===== src/design/sm3h_pkg.sv =====
// ----------------------------------------------------------------------------
// SM3 hash package
// Shared types, constants and round functions of the SM3 hash unit.
// ----------------------------------------------------------------------------
package sm3h_pkg;

  // Initial chaining value words.
  localparam logic [31:0] IV0 = 32'h7380166f;
  localparam logic [31:0] IV1 = 32'h4914b2b9;
  localparam logic [31:0] IV2 = 32'h172442d7;
  localparam logic [31:0] IV3 = 32'hda8a0600;
  localparam logic [31:0] IV4 = 32'ha96f30bc;
  localparam logic [31:0] IV5 = 32'h163138aa;
  localparam logic [31:0] IV6 = 32'he38dee4d;
  localparam logic [31:0] IV7 = 32'hb0fb0e4e;

  // Round constants for rounds 0..15 and 16..63.
  localparam logic [31:0] TJ_LO = 32'h79cc4519;
  localparam logic [31:0] TJ_HI = 32'h7a879d8a;

  // Block command from the front part to the compression engine.
  typedef struct packed {
    logic [15:0][31:0] blk;   // sixteen message words, word 0 first
    logic              fin;   // last block of a message: emit digest after it
  } blk_cmd_t;

  function automatic logic [31:0] rotl32(input logic [31:0] x, input logic [4:0] n);
    logic [63:0] d;
    d = {x, x} << n;
    return d[63:32];
  endfunction

  function automatic logic [31:0] perm0(input logic [31:0] x);
    return x ^ rotl32(x, 5'd9) ^ rotl32(x, 5'd17);
  endfunction

  function automatic logic [31:0] perm1(input logic [31:0] x);
    return x ^ rotl32(x, 5'd15) ^ rotl32(x, 5'd23);
  endfunction

endpackage


===== src/design/sm3h_queue.sv =====
// ----------------------------------------------------------------------------
// SM3 block queue
// Two-entry queue of block commands between the front end and the engine.
// ----------------------------------------------------------------------------
module sm3h_queue (
  input  logic                clk,
  input  logic                rst_n,
  input  logic                wr_valid,
  output logic                wr_ready,
  input  sm3h_pkg::blk_cmd_t  wr_data,
  output logic                rd_valid,
  input  logic                rd_ready,
  output sm3h_pkg::blk_cmd_t  rd_data
);
  import sm3h_pkg::*;

  blk_cmd_t   mem_r [2];
  logic       wp_r, rp_r;
  logic [1:0] cnt_r;
  logic       wr, rd;

  assign wr_ready = cnt_r != 2'd2;
  assign rd_valid = cnt_r != 2'd0;
  assign rd_data  = mem_r[rp_r];
  assign wr       = wr_valid && wr_ready;
  assign rd       = rd_valid && rd_ready;

  // Pointers and fill level.
  always_ff @(posedge clk) begin
    if (!rst_n) begin
      wp_r  <= 1'b0;
      rp_r  <= 1'b0;
      cnt_r <= '0;
    end else begin
      if (wr) wp_r <= ~wp_r;
      if (rd) rp_r <= ~rp_r;
      cnt_r <= cnt_r + {1'b0, wr} - {1'b0, rd};
    end
  end

  // Entry storage.
  always_ff @(posedge clk) begin
    if (wr) mem_r[wp_r] <= wr_data;
  end

endmodule


===== config.mk =====
export PLATFORM = sky130hd
export DESIGN_NAME = sm3h_queue
export DESIGN_NICKNAME = d
export VERILOG_FILES = /design/src/design/sm3h_pkg.sv /design/src/design/sm3h_queue.sv
export SDC_FILE = /design/constraint.sdc
export NUM_CORES = 1
export LEC_CHECK = 0
export ABC_AREA = 1
export BUFFER_PORTS_ARGS = -buffer_cell sky130_fd_sc_hd__buf_2
export CAP_MARGIN = 20
export CORE_AREA = 2 2 403 405
export DETAILED_ROUTE_END_ITERATION = 16
export DIE_AREA = 0 0 405 407
export GPL_TIMING_DRIVEN = 0
export SYNTH_ARGS = -nofsm -noshare
export SYNTH_HDL_FRONTEND = slang
export SYNTH_SLANG_ARGS = --single-unit

===== constraint.sdc =====
create_clock -name clk -period 31.6 [get_ports clk]
set_input_delay 4.74 -clock clk [delete_from_list [all_inputs] [get_ports clk]]
set_output_delay 4.74 -clock clk [all_outputs]
set_load 0.05 [all_outputs]

* After elaboration in Yosys (flattened, before gate mapping)
Memories as Yosys holds them, arrays and structs flattened. A register that Yosys moved wholly into a read port is not among the register bits.
Index checks and enable logic that the tools add are counted.
** Operators by class
- Add/sub/neg operators :: 2
- Reductions and logical operators :: 3
- Equal/unequal tests :: 1
- Bitwise operators :: 2
- Muxes and demuxes :: 4
** Operator list (count)
- $mux 1 :: 4
- $add 2x1->2 :: 1
- $logic_and 1x1->1 :: 2
- $ne 2x2->1 const B :: 1
- $not 1->1 :: 2
- $reduce_bool 2->1 :: 1
- $sub 2x1->2 :: 1
** Storage, ports and cells
- Memories kept :: 1
- Input port bits :: 517
- Output and inout port bits :: 515
- Register bits :: 4
- Bits in writable memories :: 1026
** Memories
- mem_r :: depth 2, bits a word 513, rd ports 1, clocked after Yosys merged registers in 1, wr ports 1, RTL line sm3h_queue.sv:17 : blk_cmd_t mem_r [2];

* Logic depth before layout (Yosys ltp)
- Word-level depth :: 4
- Gate-level depth with buffers :: 11

* Least setup slack after synthesis
OpenSTA, ideal clock, no wires.
- Path kind :: input -> register
- Start :: input port wr_valid
- End :: memory mem_r[0][0] (netlist bit) (enable)
- Setup time :: 1.404 ns
- Buffers on the path :: 0
- Cell stages on the path :: 2
- Arrival time :: 26.041 ns
- Slack :: 4.155 ns
- Cell sequence :: nand2_1 nor2_1
** Between the ends
- Longest elaborated chain between the ends :: 3
** Ends and longest elaborated chain
- start: declaration :: RTL line sm3h_queue.sv:8 : input logic wr_valid,
- $logic_and 1x1->1 :: RTL line sm3h_queue.sv:25 : assign wr = wr_valid && wr_ready;
- $mux 1 :: RTL line sm3h_queue.sv:43 : if (wr) mem_r[wp_r] <= wr_data;
- $mux 1 (not written as such) :: RTL line sm3h_queue.sv:43
- end: declaration :: RTL line sm3h_queue.sv:17
Every way passes these cells.

==> flow_summary.json <==
{
  "h-tree-depth": 3,
  "drt_iter0_drc": 1277,
  "floorplan.initialDensity_pct": 23.4,
  "cts-resized-gates": 0,
  "timing.rr.start": "cnt_r[0]",
  "min_path_type": "flip-flop to flip-flop",
  "antenna_found_initial": 85,
  "endpoint_kind": "output pin",
  "worst-path-max-fanout": 11,
  "yosysTopAreaCell": "edfxtp_1",
  "n_fill_cell": 15800,
  "fin_util_pct": 30.9,
  "clkTransAtPathRegs_ns": 0.07,
  "die_area_um2": 165000,
  "cp.arrival_ns": 2.66,
  "irDropWorstVdd_mv": 0.0556,
  "fin_skew_ns": 0.0263,
  "multi_input_area_um2": 5900,
  "powerDensity_nw_per_um2": 93.3,
  "fin_crit_ns": 7.40,
  "wl_um": 116000,
  "via_per_inst": 4.01,
  "num_vias": 20400,
  "netlist.area_leader.share_pct": 82.3,
  "grt_start_max_net_pins": 114,
  "die_x_um": 405,
  "boundaryPins": 1032,
  "grt_pass1_vias": 20700,
  "start_kind": "flip-flop",
  "cts_setup_buffers": 0,
  "cp_common_cell": "buf_2",
  "outcome": "completed",
  "clock_sinks": 1031,
  "yosys-top-cells-area": "edfxtp_1 82%, mux2_2 15%, buf_6 1.6%",
  "syn_area_um2": 37400,
  "antenna_left": 0,
  "tightest_slew_ns": 0.887,
  "syn_inst": 1632,
  "clk_latency_ns": 0.75,
  "grt_pass1_wl_um": 153000,
  "setup_viol": 0,
  "rsz0062_at_grt": "no",
  "critPathKind": "flip-flop to output pin",
  "postCtsHoldBufs": 0,
  "cts_tree": "done",
  "hold_viol_final": 0,
  "cts_made_buffers": 111,
  "cp_cell_sequence": "buf_6 -> buf_2 -> mux2_2 -> buf_2",
  "syn_area_per_cell_um2": 22.9,
  "ff_latch_area_um2": 30900,
  "core_area_um2": 160000,
  "yosys_register_bits": 1031,
  "nNetsFinal": 3319,
  "final.period_utilization_pct": 23.4,
  "grt.total_usage_pct": 13.4,
  "drive_gt1_share_pct": 61.9,
  "synth_nets": 2151,
  "cpMaxStageDelayCell": "buf_2",
  "cts_buffer_depth": 3,
  "max_freq_mhz": 135,
  "final_cells": 5082,
  "numPortBuffers": 1031,
  "dp_cells": 4847,
  "drv_cap": 0,
  "grt_overflow": 0,
  "yosysUniqueCellTypes": 11,
  "yosysSeqAreaShare_pct": 82.6,
  "final_common_cell": "buf_2",
  "fp-row-count": 147,
  "cp.required_ns": 26.86,
  "areaGrowthSynthToFinish_pct": 32.1,
  "slew_headroom_pct": 40.8,
  "worstHoldStart": "rp_r",
  "finalMaxSlewViolations": 0,
  "yosys_warnings": 0,
  "drc": 0,
  "p_leak_uw": 0.0180,
  "die_h_um": 407,
  "drt_pass1_iterations": 5,
  "wl_per_cell_um": 22.9,
  "gp_congestion": 0.811,
  "slowest_delay_ns": 0.56,
  "hpwlAfterDp_um": 89100,
  "cts_root_buf": "clkbuf_16",
  "final_cell_mix": "1,035 x buf_2, 1,026 x edfxtp_1, 513 x mux2_2"
}
==> power by group <==
part           internal [uW]  leakage [uW]  switching (uW)
logic                    419       0.00661            1170
registers               1730       0.00962            35.2
clock network            717       0.00173             546
==> worst paths after layout <==
path	endpoint	slack, ns	depth (start not counted)
worst min register to register	rp_r	0.51	2
worst max-delay path	rd_data[21]	24.20	4
worst max register to register	mem_r[0][320]	28.54	10
worst min-delay path	rp_r	0.51	2
==> logic make-up after synthesis <==
| family | after synthesis | share of synthesized area [%] |
|---|---|---|
| DFF | 1031 | 82.6 |
| and+or+nand+nor | 20 | 0.211 |
| AOI/OAI and AO/OA | 2 | 0.0267 |
| adders and majority gates | 2 | 0.0668 |
| buffers and inverters | 64 | 1.72 |
| muxes | 513 | 15.4 |
==> synth_stat cells <==
cell	n
buf_6	53
inv_1	7
dfxtp_1	5
mux2_2	513
nor2_1	8
buf_2	4
a21oi_1	2
nand2_1	9
ha_1	2
edfxtp_1	1026
nand3_1	3
==> state kept, by name, indices dropped and copies added, names as in the netlist, named ones only <==
signal	flops
mem_r	1026
rp_r	1
wp_r	1
cnt_r	2
==> metal layers <==
metal  global-route usage (%)  share of wire, %
met1                     13.7                35
met2                     22.1                49
met3                     6.65                11
met4                     7.84               4.5
met5                    0.595              0.23
==> worst max-delay path, delay by kind of cell, from the launching register on <==
family / cells / cell delay, ns
buf+inv: 3 / 1.26
flops: 1 / 0.33
mux: 1 / 0.27
==> final cells by class <==
cell class                      instances  area share [%]
Antenna cell                           31           0.157
Buffer                                 57            1.25
Clock buffer                          131            5.81
Clock inverter                         73            1.35
Inverter                                7          0.0683
Multi-Input combinational cell        537            11.9
Sequential cell                      1031            62.5
Tap cell                             2160            5.46
Timing Repair Buffer                 1055            11.5
==> stage by stage <==
step | power (uW) | hold slack, ns | setup WS (ns) | TNS [ns] | cell area [um^2]
finish | 4620 | 0.508 | 24.20 | 0 | 49500
global route | 4790 | 0.557 | 23.97 | 0 | 49500
CTS | 4680 | 0.512 | 23.93 | 0 | 49400
detailed placement | 3400 | 0.492 | 24.16 | 0 | 45900
global placement | 3630 | 0.497 | -10.59 | -5365.75 | 45300
floorplan | 3070 | 0.467 | 4.15 | 0 | 37400
Note: power is estimated with default switching activity, not from simulation.
