==> src/design/sm3h_pkg.sv <==
// ----------------------------------------------------------------------------
// SM3 hash package
// Shared types, constants and round functions of the SM3 hash unit.
// ----------------------------------------------------------------------------
package sm3h_pkg;

  // Initial chaining value words.
  localparam logic [31:0] IV0 = 32'h7380166f;
  localparam logic [31:0] IV1 = 32'h4914b2b9;
  localparam logic [31:0] IV2 = 32'h172442d7;
  localparam logic [31:0] IV3 = 32'hda8a0600;
  localparam logic [31:0] IV4 = 32'ha96f30bc;
  localparam logic [31:0] IV5 = 32'h163138aa;
  localparam logic [31:0] IV6 = 32'he38dee4d;
  localparam logic [31:0] IV7 = 32'hb0fb0e4e;

  // Round constants for rounds 0..15 and 16..63.
  localparam logic [31:0] TJ_LO = 32'h79cc4519;
  localparam logic [31:0] TJ_HI = 32'h7a879d8a;

  // Block command from the front part to the compression engine.
  typedef struct packed {
    logic [15:0][31:0] blk;   // sixteen message words, word 0 first
    logic              fin;   // last block of a message: emit digest after it
  } blk_cmd_t;

  function automatic logic [31:0] rotl32(input logic [31:0] x, input logic [4:0] n);
    logic [63:0] d;
    d = {x, x} << n;
    return d[63:32];
  endfunction

  function automatic logic [31:0] perm0(input logic [31:0] x);
    return x ^ rotl32(x, 5'd9) ^ rotl32(x, 5'd17);
  endfunction

  function automatic logic [31:0] perm1(input logic [31:0] x);
    return x ^ rotl32(x, 5'd15) ^ rotl32(x, 5'd23);
  endfunction

endpackage

==> src/design/sm3h_engine.sv <==
// ----------------------------------------------------------------------------
// SM3 compression engine
// Runs 64 rounds per block, one per cycle, with the message expansion in a
// 16-word sliding window, then folds into the chaining value and streams out
// the digest after a final block.
// ----------------------------------------------------------------------------
module sm3h_engine (
  input  logic                clk,
  input  logic                rst_n,
  input  logic                cmd_valid,
  output logic                cmd_ready,
  input  sm3h_pkg::blk_cmd_t  cmd,
  output logic                out_empty,
  input  logic                out_pop,
  output logic [31:0]         out_digest_word,
  output logic [2:0]          out_digest_index,
  output logic                out_digest_last
);
  import sm3h_pkg::*;

  localparam logic [1:0] ST_IDLE  = 2'd0;
  localparam logic [1:0] ST_ROUND = 2'd1;
  localparam logic [1:0] ST_FOLD  = 2'd2;
  localparam logic [1:0] ST_EMIT  = 2'd3;

  logic [1:0]        st_r;
  logic [5:0]        rnd_r;
  logic              fin_r;
  logic [2:0]        oidx_r;
  logic [7:0][31:0]  cv_r;
  logic [7:0][31:0]  r_r;
  logic [15:0][31:0] w_r;

  logic [31:0] tj, a12, ss1, ss2, ff, gg, tt1, tt2, wnew;

  assign cmd_ready        = st_r == ST_IDLE;
  assign out_empty        = st_r != ST_EMIT;
  assign out_digest_word  = cv_r[oidx_r];
  assign out_digest_index = oidx_r;
  assign out_digest_last  = oidx_r == 3'd7;

  // One round; the window holds W[j..j+15] with W[j] at position 0.
  always_comb begin
    tj  = rotl32((rnd_r < 6'd16) ? TJ_LO : TJ_HI, rnd_r[4:0]);
    a12 = rotl32(r_r[0], 5'd12);
    ss1 = rotl32(a12 + r_r[4] + tj, 5'd7);
    ss2 = ss1 ^ a12;
    if (rnd_r < 6'd16) begin
      ff = r_r[0] ^ r_r[1] ^ r_r[2];
      gg = r_r[4] ^ r_r[5] ^ r_r[6];
    end else begin
      ff = (r_r[0] & r_r[1]) | (r_r[0] & r_r[2]) | (r_r[1] & r_r[2]);
      gg = (r_r[4] & r_r[5]) | (~r_r[4] & r_r[6]);
    end
    tt1  = ff + r_r[3] + ss2 + (w_r[0] ^ w_r[4]);
    tt2  = gg + r_r[7] + ss1 + w_r[0];
    wnew = perm1(w_r[0] ^ w_r[7] ^ rotl32(w_r[13], 5'd15))
           ^ rotl32(w_r[3], 5'd7) ^ w_r[10];
  end

  // Sequencer and chaining value.
  always_ff @(posedge clk) begin
    if (!rst_n) begin
      st_r   <= ST_IDLE;
      rnd_r  <= '0;
      fin_r  <= 1'b0;
      oidx_r <= '0;
      cv_r   <= {IV7, IV6, IV5, IV4, IV3, IV2, IV1, IV0};
    end else begin
      unique case (st_r)
        ST_IDLE: begin
          if (cmd_valid) begin
            st_r  <= ST_ROUND;
            rnd_r <= '0;
            fin_r <= cmd.fin;
          end
        end
        ST_ROUND: begin
          rnd_r <= rnd_r + 6'd1;
          if (rnd_r == 6'd63) st_r <= ST_FOLD;
        end
        ST_FOLD: begin
          cv_r   <= cv_r ^ r_r;
          oidx_r <= '0;
          st_r   <= fin_r ? ST_EMIT : ST_IDLE;
        end
        default: begin
          if (out_pop) begin
            oidx_r <= oidx_r + 3'd1;
            if (oidx_r == 3'd7) begin
              st_r <= ST_IDLE;
              cv_r <= {IV7, IV6, IV5, IV4, IV3, IV2, IV1, IV0};
            end
          end
        end
      endcase
    end
  end

  // Working registers and expansion window.
  always_ff @(posedge clk) begin
    if (st_r == ST_IDLE && cmd_valid) begin
      w_r <= cmd.blk;
      r_r <= cv_r;
    end else if (st_r == ST_ROUND) begin
      r_r <= {r_r[6], rotl32(r_r[5], 5'd19), r_r[4], perm0(tt2),
              r_r[2], rotl32(r_r[1], 5'd9), r_r[0], tt1};
      w_r <= {wnew, w_r[15:1]};
    end
  end

endmodule

==> config.mk <==
export PLATFORM = sky130hd
export DESIGN_NAME = sm3h_engine
export DESIGN_NICKNAME = d
export VERILOG_FILES = /design/src/design/sm3h_pkg.sv /design/src/design/sm3h_engine.sv
export SDC_FILE = /design/constraint.sdc
export NUM_CORES = 2
export LEC_CHECK = 0
export ABC_AREA = 1
export BUFFER_PORTS_ARGS = -buffer_cell sky130_fd_sc_hd__buf_2
export CAP_MARGIN = 20
export CORE_AREA = 2 2 453 455
export CTS_CLUSTER_DIAMETER = 100
export CTS_CLUSTER_SIZE = 25
export DETAILED_ROUTE_END_ITERATION = 6
export DIE_AREA = 0 0 455 457
export PLACE_DENSITY_LB_ADDON = 0.2
export SYNTH_ARGS = -nofsm -noshare
export SYNTH_HDL_FRONTEND = slang
export SYNTH_SLANG_ARGS = --single-unit
==> constraint.sdc <==
create_clock -name clk -period 23.8 [get_ports clk]
set_input_delay 4.76 -clock clk [delete_from_list [all_inputs] [get_ports clk]]
set_output_delay 4.76 -clock clk [all_outputs]
set_load 0.01 [all_outputs]
# Yosys cells after proc, flatten, opt, wreduce, memory -nomap -nowiden
# Index checks and enable logic that the tools add are counted.
op_classes:
  n_eq_ne: 7
  add_sub_neg: 10
  bitwise: 25
  shifts: 1
  n_mux: 22
  order_cmp: 2
  reduce_logical: 14
op_table:
  columns: ["op", "count"]
  rows:
  - ["$mux W256", 4]
  - ["$mux W512", 2]
  - ["$pmux W256 S2", 1]
  - ["$xor A32 B32 Y32", 14]
  - ["$add A32 B32 Y32", 8]
  - ["$xor A256 B256 Y256", 1]
  - ["$and A32 B32 Y32", 5]
  - ["$bmux W32 S3", 1]
  - ["$mux W32", 3]
  - ["$or A32 B32 Y32", 3]
  - ["$shl A63 B5 Y64", 1]
  - ["$not A32 Y32", 1]
  - ["$mux W26", 1]
  - ["$pmux W6 S2", 1]
  - ["$mux W2", 5]
  - ["$reduce_bool A2 Y1", 4]
  - ["$reduce_bool A4 Y1", 2]
  - ["$add A6 B1 Y6 const B", 1]
  - ["$eq A6 B6 Y1 const B", 1]
  - ["$lt A6 B5 Y1 const B", 1]
  - ["$mux W6", 1]
  - ["$ne A2 B2 Y1 const B", 3]
  - ["$pmux W2 S3", 1]
  - ["$pmux W3 S2", 1]
  - ["other kinds (13)", 15]
totals:
  ff_bits: 1036
  out_inout_bits: 38
  inputBits: 517
  wordCells: 117

# Longest topological paths before layout
logic_depth:
  depth_word: 11
  ltp_mapped: 49
  ltp_nobuf: 47

# Worst setup path after synthesis
# Ideal clock, no wire load.
synth_path:
  path_type: "input to register"
  startpoint: "input cmd_valid"
  endpoint: "register r_r (netlist bit a12[0]) (enable)"
  arrival_ns: 14.576
  t_required_ns: 22.976
  setup_slack_ns: 8.401
  stages: 5
  cell_sequence: "nand2_1 > clkinv_1 > clkbuf_1 > buf_2 > or2_2"
synth_between:
  elab_chain_len: 2
synth_lines:
  columns: ["item", "line_no", "source"]
  rows:
  - ["start, declared", "sm3h_engine.sv:10", "input logic cmd_valid,"]
  - ["$logic_and A1 B1 Y1", "sm3h_engine.sv:102", "if (st_r == ST_IDLE && cmd_valid) begin"]
  - ["$reduce_bool A2 Y1 (no source line)", null, null]
  - ["end signal, assigned", "sm3h_engine.sv:104", "r_r <= cv_r;"]
  - ["end signal, assigned", "sm3h_engine.sv:106", "r_r <= {r_r[6], rotl32(r_r[5], 5'd19), r_r[4], perm0(tt2),"]
  - ["end, declared", "sm3h_engine.sv:31", "logic [7:0][31:0] r_r;"]
# No other way between the ends.
# A chain may end at the register's enable or synchronous reset.

# Final worst setup path
layout_path:
  startpoint: "input cmd_valid"
  endpoint: "register w_r[455] (netlist bit) (enable)"
layout_between:
  elab_chain_len: 2
layout_lines:
  columns: ["item", "line_no", "source"]
  rows:
  - ["$logic_and A1 B1 Y1", "sm3h_engine.sv:102", null]
  - ["$reduce_bool A2 Y1 (no source line)", null, null]
  - ["end signal, assigned", "sm3h_engine.sv:103", "w_r <= cmd.blk;"]
  - ["end signal, assigned", "sm3h_engine.sv:108", "w_r <= {wnew, w_r[15:1]};"]
  - ["end, declared", "sm3h_engine.sv:32", "logic [15:0][31:0] w_r;"]
# No other way between the ends.

==> flow_metrics.tcl <==
set metrics [dict create \
    synth_fa_ha_area_frac 0.0838 \
    ctsResizeCount 0 \
    synthMuxAreaShare 0.00430 \
    cts.clk_slew.worst_paths_ns 0.10 \
    path_cells "buf_2 -> nand2_4 -> inv_8 -> or2_4 -> buf_4 -> buf_4 -> buf_4 -> buf_4 -> buf_4" \
    grt_pass1_vias 49879 \
    dp_hpwl_um 217000 \
    period_minus_slack_ns 10.17 \
    synth_most_common_cell "nand2_1" \
    die_y_um 457 \
    nets 8473 \
    path_max_fanout 83 \
    r2r_setup_slack_ns 14.23 \
    initial_utilization 0.298 \
    synth_common_cells "nand2_1 (2630), o21ai_0 (781), edfxtp_1 (768), inv_1 (731), a21oi_1 (355)" \
    track_usage 0.259 \
    worst_slew_pin_slew_ns 1.36 \
    crit_arrival_ns 10.53 \
    post_cts_buffers 0 \
    clock_path_buffers 3 \
    rows 166 \
    clock_skew_ns 0.0493 \
    ant_nets 0 \
    antenna_found_initial 34 \
    cts.htree.levels 2 \
    drive_gt1_frac 0.102 \
    wire_per_inst_um 26.5 \
    end_kind "flop" \
    seqCellArea_um2 28400 \
    synth.area.top_cells "edfxtp_1 (38%), nand2_1 (16%), dfxtp_1 (8.9%), o21ai_0 (6.5%), fa_1 (6.2%)" \
    synth-edff-count 768 \
    grt-ovfl-total 0 \
    core_um2 203000 \
    synthCells 7288 \
    yosysTopAreaCell "edfxtp_1" \
    netlist_area_um2 60600 \
    cts_buffers 58 \
    async_flop_share 0 \
    synth_nets 8098 \
    drtIter0Drc 5729 \
    synth_top_cell_area_share 0.381 \
    clk_latency_ns 0.79 \
    pin_count 555 \
    yosysSeqAreaShare 0.469 \
    place.gp.congestion 0.975 \
    min_path_type "flop to flop" \
    synth_compound_area_frac 0.117 \
    drc 0 \
    synth_simple_gate_area_frac 0.209 \
    cp_common_cell "buf_4" \
    worstPathRequired_ns 24.17 \
    grt_max_degree 199 \
    criticalPathCategory "input port to flop" \
    slowest_stage "buf_4" \
    grt_setup_unrepaired "false" \
    multiInputGateArea_um2 28100 \
    fmaxAchievable_mhz 98.4 \
    setup_viol 0 \
    status "complete, no violations" \
    fill_cells 21444 \
    cts_tree "yes" \
    grt_pass1_wl_um 381000 \
    dieArea_um2 208000 \
    fin_setup_tns_ns 0 \
    ys.warnings.count 0 \
    hold_buffers 0 \
    syn_area_per_cell_um2 8.31 \
    relSlewSlack 0.0964 \
    yosys_register_bits 1036 \
    die_x_um 455 \
    finalHoldViolations 0 \
    dr.pass1.iters 6 \
    start_kind "input port" \
    synth_flop_cell "edfxtp_1" \
    io_buffer_count 554 \
    synth_top_family_by_area "simple AND/OR/NAND/NOR gates" \
    max_cap_violations 0 \
    cts_sinks 1036 \
    cp_slowest_stage_delay_ns 0.91 \
    min_period_over_period 0.427 \
    synth_cell_type_count 53 \
    synth_xor_area_frac 0.0493 \
    area_growth_pct 12.5 \
    route.detailed.vias_per_inst 5.07 \
    cts-root-buf "clkbuf_16" \
    wirelength_um 276000 \
    vias 52816 \
    slew_violations 0 \
]
-- through the flow --
| stage | std cells | cell area [um2] | hold WS (ns) | setup slack (ns) | utilization |
|---|---|---|---|---|---|
| 2_1_floorplan | 7288 | 60600 | 0.412 | 8.40 | - |
| 3_3_place_gp | 10289 | 66200 | 0.421 | 12.78 | 0.325 |
| 3_5_place_dp | 10291 | 66200 | 0.428 | 12.80 | 0.325 |
| 4_1_cts | 10395 | 68100 | 0.443 | 13.59 | 0.335 |
| 5_1_grt | 10399 | 68100 | 0.452 | 13.24 | 0.335 |
| 6_report | 10408 | 68100 | 0.438 | 13.63 | 0.335 |
-- worst paths after layout --
path	start	endpoint	depth (start not counted)
hold / removal	cv_r[236]	cv_r[236]	1
setup reg to reg	rnd_r[4]	a12[11]	40
hold reg to reg	cv_r[236]	cv_r[236]	1
setup / recovery	cmd_valid	w_r[455]	9
-- sequential cells by signal, summed over array words and instances, names as in the netlist --
register and count:
w_r 512, a12 32, rnd_r 6, out_digest_index 3, fin_r 1, cv_r 256
st_r 2, r_r 224
-- layer usage --
layer	routed length (um)	up-vias	global-route usage
met5	275	-	0.00466
met1	115000	25664	0.345
met4	15200	24	0.121
li1	-	24560	-
met3	18800	351	0.0347
met2	127000	2217	0.414
-- area by class of cell --
| type | instances | area share |
|---|---|---|
| clock buffer | 76 | 0.0227 |
| antenna | 13 | 0.000477 |
| sequential | 1036 | 0.417 |
| multi-input combinational | 5188 | 0.413 |
| clock inverter | 28 | 0.00567 |
| timing repair buffer | 635 | 0.0506 |
| inverter | 744 | 0.0412 |
| tap | 2688 | 0.0494 |
-- critical path: cells and delay by family --
family	cells	cell delay (ns)
buffers and inverters	7	4.41
and+or+nand+nor	2	1.12
-- cells in the final DEF, fill, tap and decap left out, types with 59 or more instances in the layout --
cell | synthesis | routed
nand2_1 | 2630 | 2628
o21ai_0 | 781 | 781
edfxtp_1 | 768 | 768
inv_1 | 731 | 730
buf_2 | 43 | 554
a21oi_1 | 355 | 355
nand3_1 | 297 | 297
dfxtp_1 | 268 | 266
xor2_1 | 227 | 227
fa_1 | 188 | 188
nor2_1 | 159 | 159
ha_1 | 105 | 105
xnor2_1 | 101 | 101
a31oi_1 | 97 | 97
buf_4 | 0 | 75
clkbuf_16 | 0 | 59
-- cells by family (layout without fill, tap and decap cells) --
family | Yosys count | in the layout
XOR/XNOR | 334 | 334
multiplexers | 26 | 26
other | 0 | 13
AO/OA/AOI/OAI | 1338 | 1338
flip-flops | 1036 | 1036
AND/OR/NAND/NOR | 3197 | 3197
adder cells (fa/ha/maj) | 293 | 293
buffers and inverters | 1064 | 1483
Power is left out: the tool's default activity adds up to more than one toggle a clock period on the data nets, which glitch-free logic cannot reach.
