`src/design/sm3h_pkg.sv`:
```
// ----------------------------------------------------------------------------
// SM3 hash package
// Shared types, constants and round functions of the SM3 hash unit.
// ----------------------------------------------------------------------------
package sm3h_pkg;

  // Initial chaining value words.
  localparam logic [31:0] IV0 = 32'h7380166f;
  localparam logic [31:0] IV1 = 32'h4914b2b9;
  localparam logic [31:0] IV2 = 32'h172442d7;
  localparam logic [31:0] IV3 = 32'hda8a0600;
  localparam logic [31:0] IV4 = 32'ha96f30bc;
  localparam logic [31:0] IV5 = 32'h163138aa;
  localparam logic [31:0] IV6 = 32'he38dee4d;
  localparam logic [31:0] IV7 = 32'hb0fb0e4e;

  // Round constants for rounds 0..15 and 16..63.
  localparam logic [31:0] TJ_LO = 32'h79cc4519;
  localparam logic [31:0] TJ_HI = 32'h7a879d8a;

  // Block command from the front part to the compression engine.
  typedef struct packed {
    logic [15:0][31:0] blk;   // sixteen message words, word 0 first
    logic              fin;   // last block of a message: emit digest after it
  } blk_cmd_t;

  function automatic logic [31:0] rotl32(input logic [31:0] x, input logic [4:0] n);
    logic [63:0] d;
    d = {x, x} << n;
    return d[63:32];
  endfunction

  function automatic logic [31:0] perm0(input logic [31:0] x);
    return x ^ rotl32(x, 5'd9) ^ rotl32(x, 5'd17);
  endfunction

  function automatic logic [31:0] perm1(input logic [31:0] x);
    return x ^ rotl32(x, 5'd15) ^ rotl32(x, 5'd23);
  endfunction

endpackage

```
`src/design/sm3h_front.sv`:
```
// ----------------------------------------------------------------------------
// SM3 front end
// Collects message words into 64-byte blocks, appends the padding and the
// bit length on the last word, and hands whole blocks to the block queue.
// ----------------------------------------------------------------------------
module sm3h_front (
  input  logic                clk,
  input  logic                rst_n,
  input  logic                in_push,
  output logic                in_full,
  input  logic [31:0]         in_msg_word,
  input  logic [2:0]          in_word_bytes,
  input  logic                in_last_word,
  output logic                cmd_valid,
  input  logic                cmd_ready,
  output sm3h_pkg::blk_cmd_t  cmd
);
  import sm3h_pkg::*;

  // Padding phases after the last word.
  localparam logic [1:0] PH_COLLECT = 2'd0;
  localparam logic [1:0] PH_EXTRA   = 2'd1;

  logic [1:0]        phase_r, phase_nxt;
  logic [15:0][31:0] buf_r, buf_nxt;
  logic [3:0]        idx_r, idx_nxt;
  logic [63:0]       mbytes_r, mbytes_nxt;
  logic              cmd_valid_r, cmd_valid_nxt;
  blk_cmd_t          cmd_r, cmd_nxt;

  logic        acc;
  logic [2:0]  nb;
  logic [31:0] wmask;
  logic [6:0]  fill;
  logic [63:0] mb_upd;
  logic [63:0] bits;
  logic [15:0][31:0] lb;
  logic [31:0] mark;

  // Bit length kept for the extra block.
  logic [31:0] bits_hold_hi, bits_hold_lo;
  logic [63:0] bits_r;

  // One pending block output; no input while it waits or while padding runs.
  assign in_full   = cmd_valid_r || (phase_r != PH_COLLECT);
  assign acc       = in_push && !in_full;
  assign cmd_valid = cmd_valid_r;
  assign cmd       = cmd_r;

  always_comb begin
    phase_nxt     = phase_r;
    buf_nxt       = buf_r;
    idx_nxt       = idx_r;
    mbytes_nxt    = mbytes_r;
    cmd_valid_nxt = cmd_valid_r && !cmd_ready;
    cmd_nxt       = cmd_r;
    nb            = (in_word_bytes > 3'd4) ? 3'd4 : in_word_bytes;
    unique case (nb)
      3'd0:    wmask = 32'h0;
      3'd1:    wmask = 32'hff000000;
      3'd2:    wmask = 32'hffff0000;
      3'd3:    wmask = 32'hffffff00;
      default: wmask = 32'hffffffff;
    endcase
    mb_upd = mbytes_r + {61'd0, nb};
    bits   = {mb_upd[60:0], 3'b000};
    fill   = {1'b0, idx_r, 2'b00} + {4'd0, nb};
    unique case (fill[1:0])
      2'd0:    mark = 32'h80000000;
      2'd1:    mark = 32'h00800000;
      2'd2:    mark = 32'h00008000;
      default: mark = 32'h00000080;
    endcase
    // Last block image: words past the last one cleared.
    for (int k = 0; k < 16; k++) begin
      lb[k] = (4'(k) < idx_r) ? buf_r[k] : 32'h0;
    end
    lb[idx_r] = in_msg_word & wmask;

    // Extra length-only block after a full-padding block. It carries the
    // marker when the message filled its last block.
    if (phase_r == PH_EXTRA && !cmd_valid_nxt) begin
      cmd_nxt.blk     = '0;
      cmd_nxt.blk[0]  = buf_r[0];
      cmd_nxt.blk[14] = bits_hold_hi;
      cmd_nxt.blk[15] = bits_hold_lo;
      cmd_nxt.fin     = 1'b1;
      cmd_valid_nxt   = 1'b1;
      phase_nxt       = PH_COLLECT;
      mbytes_nxt      = '0;
      idx_nxt         = '0;
    end else if (acc && !in_last_word) begin
      buf_nxt[idx_r] = in_msg_word;
      mbytes_nxt     = mbytes_r + 64'd4;
      idx_nxt        = idx_r + 4'd1;
      if (idx_r == 4'd15) begin
        cmd_nxt.blk   = buf_nxt;
        cmd_nxt.fin   = 1'b0;
        cmd_valid_nxt = 1'b1;
      end
    end else if (acc) begin
      mbytes_nxt  = mb_upd;
      cmd_nxt.fin = 1'b0;
      cmd_valid_nxt = 1'b1;
      if (fill == 7'd64) begin
        // Full block; padding and length go into a new block.
        cmd_nxt.blk = lb;
        buf_nxt     = '0;
        buf_nxt[0]  = 32'h80000000;
        phase_nxt   = PH_EXTRA;
      end else if (fill >= 7'd56) begin
        cmd_nxt.blk = lb;
        cmd_nxt.blk[fill[5:2]] = lb[fill[5:2]] | mark;
        buf_nxt     = '0;
        phase_nxt   = PH_EXTRA;
      end else begin
        cmd_nxt.blk = lb;
        cmd_nxt.blk[fill[5:2]] = lb[fill[5:2]] | mark;
        cmd_nxt.blk[14] = bits[63:32];
        cmd_nxt.blk[15] = bits[31:0];
        cmd_nxt.fin = 1'b1;
        mbytes_nxt  = '0;
        idx_nxt     = '0;
      end
    end
  end

  assign bits_hold_hi = bits_r[63:32];
  assign bits_hold_lo = bits_r[31:0];

  always_ff @(posedge clk) begin
    if (acc && in_last_word) begin
      bits_r <= bits;
    end
  end

  // Control state.
  always_ff @(posedge clk) begin
    if (!rst_n) begin
      phase_r     <= PH_COLLECT;
      idx_r       <= '0;
      mbytes_r    <= '0;
      cmd_valid_r <= 1'b0;
    end else begin
      phase_r     <= phase_nxt;
      idx_r       <= idx_nxt;
      mbytes_r    <= mbytes_nxt;
      cmd_valid_r <= cmd_valid_nxt;
    end
  end

  always_ff @(posedge clk) begin
    buf_r <= buf_nxt;
    cmd_r <= cmd_nxt;
  end

endmodule

```
`config.mk`:
```
export PLATFORM = sky130hd
export DESIGN_NAME = sm3h_front
export DESIGN_NICKNAME = d
export VERILOG_FILES = /design/src/design/sm3h_pkg.sv /design/src/design/sm3h_front.sv
export SDC_FILE = /design/constraint.sdc
export NUM_CORES = 2
export LEC_CHECK = 0
export BUFFER_PORTS_ARGS = -buffer_cell sky130_fd_sc_hd__buf_2
export CORE_ASPECT_RATIO = 2
export CORE_MARGIN = 2
export CORE_UTILIZATION = 29
export CTS_BUF_LIST = sky130_fd_sc_hd__clkbuf_8
export CTS_CLUSTER_SIZE = 30
export DETAILED_ROUTE_END_ITERATION = 8
export PLACE_DENSITY = 0.46
export SYNTH_ARGS = -nofsm -noshare
export SYNTH_HDL_FRONTEND = slang
export SYNTH_SLANG_ARGS = --single-unit
```
`constraint.sdc`:
```
create_clock -name clk -period 35.5 [get_ports clk]
set_clock_uncertainty 0.2 [all_clocks]
set_input_delay 7.1 -clock clk [delete_from_list [all_inputs] [get_ports clk]]
set_output_delay 7.1 -clock clk [all_outputs]
set_load 0.01 [all_outputs]
```
-- After elaboration in Yosys (flattened, before gate mapping)
Index checks and enable logic that the tools add are counted.
- output and inout port bits: 515
- input bits: 40
- word-level logic and storage cells: 161
- register bits after elaboration: 1157
- $lt $le $gt $ge: 22
- equal/unequal tests: 12
- bitwise operators: 5
- reduce and logical (&&, ||, !) cells: 25
- muxes and demuxes: 54
- $add $sub $neg: 4
- operator list (cell ; count):
    2-to-1 mux 512 bit ; 6
    2-to-1 mux 513 bit ; 4
    bitwise mux 512 bit ; 3
    2-to-1 mux 32 bit ; 19
    demux 32 bit (select 4 bit) ; 2
    2-to-1 mux 64 bit ; 4
    binary-select mux 32 bit (select 4 bit) ; 1
    one-hot mux 32 bit (4 select lines) ; 1
    one-hot mux 32 bit (3 select lines) ; 1
    adder 64 x 3 -> 64 bit ; 1
    adder 64 x 3 -> 64 bit, second input constant ; 1
    AND 32 bit ; 1
    < comparator 4 bit, first input constant ; 8
    OR 32 bit ; 1
    < comparator 3 x 4 -> 1 bit, first input constant ; 4
    2-to-1 mux 4 bit ; 4
    < comparator 4 x 5 -> 1 bit, second input constant ; 2
    AND reduction 3 bit ; 3
    greater-or-equal comparator 4 x 1 -> 1 bit, second input constant ; 2
    < comparator 1 x 4 -> 1 bit, first input constant ; 2
    < comparator 2 x 4 -> 1 bit, first input constant ; 2
    adder 6 x 3 -> 7 bit ; 1
    equality test 7 bit, second input constant ; 1
    greater-or-equal comparator 7 x 6 -> 1 bit, second input constant ; 1
    23 further kinds ; 47

-- Logic depth before layout (Yosys ltp)
- depth after elaboration: 15
- mapped depth: 15
- depth with buffers taken out: 11

-- Worst setup path before layout
No wires, ideal clock.
- kind: input to register
- start: in in_word_bytes[2]
- end: reg buf_r[0] in the netlist's numbering, enable pin
- stages: 9
- arrival: 30.012 ns
- setup time: 1.399 ns
- required time: 33.901 ns
- path slack: 3.889 ns
- cell sequence: ha_1 ha_1 buf_2 inv_1 o31ai_1 a22o_1 buf_2 nor2_1 nor2_1
- word-level cells in the longest chain between the ends: 6
- ends and longest elaborated chain (item ; RTL line ; text):
    start, declared ; sm3h_front.sv:12 ; input logic [2:0] in_word_bytes,
    > comparator 3 bit ; sm3h_front.sv:57 ; nb = (in_word_bytes > 3'd4) ? 3'd4 : in_word_bytes;
    2-to-1 mux 3 bit (*) ; sm3h_front.sv:57 ;
    adder 6 x 3 -> 7 bit (*) ; sm3h_front.sv:67 ; fill = {1'b0, idx_r, 2'b00} + {4'd0, nb};
    greater-or-equal comparator 7 x 6 -> 1 bit or equality test 7 bit (tied branches) ; sm3h_front.sv:111, sm3h_front.sv:105 ;
    nonzero test 3 bit (no source line) (*) ; n/a ;
    AND reduction 3 bit (no source line) (*) ; n/a ;
    end signal, assigned ; sm3h_front.sv:153 ; buf_r <= buf_nxt;
    end, declared ; sm3h_front.sv:25 ; logic [15:0][31:0] buf_r, buf_nxt;
Mark *: on every way between the ends. The rest lies on a longest branch, timed or not.
A chain may end at the register's enable or synchronous reset.

-- Final worst setup path
- start: in in_word_bytes[2]
- end: reg buf_r[151] in the netlist's numbering, enable pin
Same word-level chain as after synthesis.

==> impl_table.tex <==
\begin{tabular}{lr}
\hline
Metric & Value \\
\hline
\multicolumn{2}{l}{\textbf{Synthesis}} \\
Portion of synthesized cell area occupied by the leading cell type & 0.3143 \\
Proportion of synthesized chip area in sequential cells & 0.4660 \\
Library cell with the largest summed area after synthesis & edfxtp\_1 \\
Largest cells by area after synthesis & edfxtp\_1, dfxtp\_1, nand2\_1 \\
Count leader, synth & nand2\_1 \\
Count of yosys warnings during synthesis & 0 \\
Number of distinct standard cells referenced by the synthesized netlist & $\sim$110 \\
Average instance area after synthesis & about 8.5 um\^{}2 \\
Mapped Cells & approximately 7,500 \\
Number of enable-type register cells in the synthesized netlist & 669 \\
Synthesized area & between 60,000 and 70,000 um\^{}2 \\
Most used flip-flop cell after synthesis & edfxtp\_1 \\
Net count of the mapped netlist & 7,598 \\
Share of async-settable or async-resettable flops after synthesis & 0 \\
Most common library cells after synthesis & nand2\_1, a21oi\_1, edfxtp\_1, nor2\_1, o21ai\_0 \\
Flip-flop and latch count after synthesis & around 1,200 \\
\multicolumn{2}{l}{\textbf{Timing}} \\
Slew at the pin closest to its max-slew limit & $\sim$1.6 ns \\
Worst-case setup margin in the final layout & between 20 and 25 ns \\
Number of endpoints with negative hold slack in the final report & 0 \\
Final setup violating endpoints & 0 \\
Min cycle time layout & between 10 and 15 ns \\
Setup tns final & 0 ns \\
Maximum frequency from static timing analysis & between 70 and 80 MHz \\
Unrepaired setup endpoints after global routing & no \\
Normalized max-slew margin & -0.09802 \\
Post-route fraction of the period consumed by the critical path & 0.3523 \\
Count of final max-slew check failures & 13 \\
\multicolumn{2}{l}{\textbf{Placed design}} \\
Routability congestion estimate & 1.043 \\
Estimated wirelength of the detail-placed design & 314,300 um \\
Placed standard-cell area & around 70,000 um\^{}2 \\
Number of buffers inserted by port buffering & about 550 \\
Placed cell count & between 10,000 and 15,000 \\
Worst setup slack after placement & around 22 ns \\
\multicolumn{2}{l}{\textbf{Clocking}} \\
Quantity of gates resized following cts & 0 \\
Post-CTS Setup Inserts & 0 \\
Clock latency on the worst-skew pair & approximately 1.1 ns \\
TritonCTS clock tree & built \\
H-Tree Depth & 4 \\
Number of clock sinks seen by CTS & approximately 1,200 \\
Buffer depth of the longest clock path & 4 \\
Number of hold buffers added after CTS & 0 \\
Root buf cell & clkbuf\_8 \\
Cts bufs inserted & slightly below 200 \\
Clock slew at the register clock pins of the worst setup and hold paths & 0.07 ns \\
\multicolumn{2}{l}{\textbf{Critical path}} \\
Launch instance of the worst register-to-register path & idx\_r[2] \\
Worst setup slack for register-to-register paths & approximately 29 ns \\
Type of element capturing the critical path & flip-flop \\
Data arrival time of the critical path & 12.90 ns \\
Count of buffering cells on the critical path with inverters included & 6 \\
Cell class contributing the biggest share of worst-path delay & buffers and inverters \\
Class of the most critical setup path & input port to flip-flop \\
Delay contributed by the slowest stage of the critical path & 0.86 ns \\
Most repeated library cell on the critical path & buf\_4 \\
Max stage delay cell, worst path & buf\_4 \\
Destination of the worst register-to-register timing path & cmd[480] \\
R2R cell count & 9 \\
Cells traversed along the worst timing path & buf\_2, buf\_4, ha\_2, ha\_4, buf\_4, and4bb\_2, nand4\_1, nand2\_1, nor2\_1, nor2\_4, buf\_4, buf\_4, buf\_4 \\
Data required time of the critical path & 35.89 ns \\
Startpoint Class & input port \\
Largest driver fanout on the critical path & a little under 60 \\
\multicolumn{2}{l}{\textbf{Power}} \\
Leak Pwr & roughly 27 nW \\
Power density over the cells & $\sim$47 nW/um\^{}2 \\
Largest vdd supply drop & 0.03027 mV \\
\multicolumn{2}{l}{\textbf{Min path}} \\
Worst hold endpoint & cmd[38] \\
Hold Crit Start & cmd[38] \\
Worst hold path cell count & 2 \\
Hold/Removal Path Class & flip-flop to flip-flop \\
\multicolumn{2}{l}{\textbf{Floorplan}} \\
I/O pin total & around 560 \\
Core area & around 220,000 um\^{}2 \\
Overall die width & between 300 and 400 um \\
Full die area & between 200,000 and 250,000 um\^{}2 \\
Die Ht & between 600 and 700 um \\
Starting density of the core & 0.2919 \\
Row count & between 200 and 250 \\
\multicolumn{2}{l}{\textbf{Run status}} \\
Run status & finished with violations \\
Failing checks & capacitance limit, slew limit \\
\multicolumn{2}{l}{\textbf{Layout}} \\
Proportion of layout cells with a drive suffix above 1 & 0.1667 \\
Fill count & around 23,000 \\
Non-filler cells, final & 10,810 \\
Finished layout cell area & 73,710 um\^{}2 \\
Area growth from synthesis to layout & 15.34\% \\
Post-layout net count & 7,859 \\
Final core utilization & 0.3367 \\
\multicolumn{2}{l}{\textbf{Detailed routing}} \\
Sum of routed wire length over all layers & 454,800 um \\
Wire per inst & around 42 um \\
Met2 Wirelength & 199,200 um \\
Count of unresolved DRC violations after routing & 0 \\
Wire length on met3 & 49,440 um \\
Number of nets with antenna violations after routing & 0 \\
Drt pass-1 iters & 7 \\
Top sig layer & met5 \\
Number of vias in the routed layout & about 71,000 \\
Detailed router's first-iteration violation count & between 10,000 and 15,000 \\
Wire length on met1 & between 100,000 and 150,000 um \\
Ratio of routed vias to standard cells & around 6.5 \\
\multicolumn{2}{l}{\textbf{Job}} \\
Max-cap violations & 3 \\
\multicolumn{2}{l}{\textbf{Global routing}} \\
Global-route wire length before repair & approximately 600,000 um \\
Largest net degree at the start of global routing & between 150 and 200 \\
Antenna violations before repair & 63 \\
Vias in the first global route & around 65,000 \\
GRT Total Usage & 0.3936 \\
Global route total overflow & 0 \\
\hline
\end{tabular}
## stage by stage
stage	hold WS [ns]	power, W
2_1_floorplan	0.2362	0.001867
3_3_place_gp	0.2397	0.002170
3_5_place_dp	0.2444	0.002173
4_1_cts	0.2525	0.003455
5_1_grt	0.2670	0.003550
6_report	0.2476	0.003474
## cell families (layout without fill, tap and decap cells)
| logic type | count (synthesis) | after routing | share of synthesized area |
|---|---|---|---|
| adder cells (fa/ha/maj) | 11 | 11 | 0.002271 |
| buffers and inverters | 833 | 1247 | 0.05400 |
| AO/OA/AOI/OAI | 2670 | 2670 | 0.2669 |
| flip-flops | 1153 | 1153 | 0.4660 |
| AND/OR/NAND/NOR | 2736 | 2736 | 0.1839 |
| other | 0 | 27 | 0 |
| XOR/XNOR | 58 | 58 | 0.007949 |
| multiplexers | 86 | 86 | 0.01901 |
## layer usage
layer  up-vias  GRT usage
li1      28390          -
met1     34410     0.4253
met2      5833     0.6026
met3      1844     0.1182
met4        48     0.3913
met5         -          0
## final cells by class
cell class / count / area, um^2 / share of cell area
diodes: 27 / 67.56 / 0.0009166
clock buffers: 235 / 3234 / 0.04388
clock inverters: 115 / 668.1 / 0.009064
inverters: 41 / 156.4 / 0.002122
multi-input cells: 5561 / 31040 / 0.4211
flip-flops and latches: 1153 / 29790 / 0.4041
well taps: 2817 / 3525 / 0.04782
repair buffers: 856 / 5233 / 0.07099
## worst min-delay path: cells and delay by family (launching register included)
kind,cells,cell delay [ns]
DFF,1,0.31
AOI/OAI and AO/OA,1,0.05
and+or+nand+nor,1,0.05
## worst max path at each step
stage | endpoint | depth (start not counted) | slack [ns] | startpoint
after floorplan | buf_r[0] | 9 | 3.89 | in_word_bytes[2]
after global placement | buf_r[63] | 13 | 22.29 | in_word_bytes[2]
after detailed placement | buf_r[242] | 13 | 22.21 | in_word_bytes[2]
after CTS | buf_r[221] | 13 | 23.22 | in_word_bytes[2]
after global routing | buf_r[221] | 13 | 22.94 | in_word_bytes[2]
final | buf_r[151] | 13 | 22.99 | in_word_bytes[2]
## report_power, final
group          internal [W]  switching (W)  total [W]  leakage, nW
registers           0.00151      0.0000786    0.00159         10.4
logic              0.000160       0.000421   0.000581         14.1
clock network      0.000644       0.000656    0.00130         2.24
## sequential cells by signal, summed over array words and instances, names as in the netlist
signal and cells:
cmd_valid 1, buf_r 512, bits_r 61, phase_r 1
mbytes_r 61, cmd 513, idx_r 4
## placed cells by master (no fill, tap or decap), drive strengths merged, types with 210 or more instances in the layout
| cell | count |
|---|---|
| nand2 | 1412 |
| dfxtp | 484 |
| a211oi | 210 |
| nor2 | 666 |
| edfxtp | 669 |
| o21ai | 556 |
| a21oi | 943 |
| buf | 856 |
| nor3 | 248 |
| clkbuf | 235 |
Note: power is estimated with default switching activity, not from simulation.
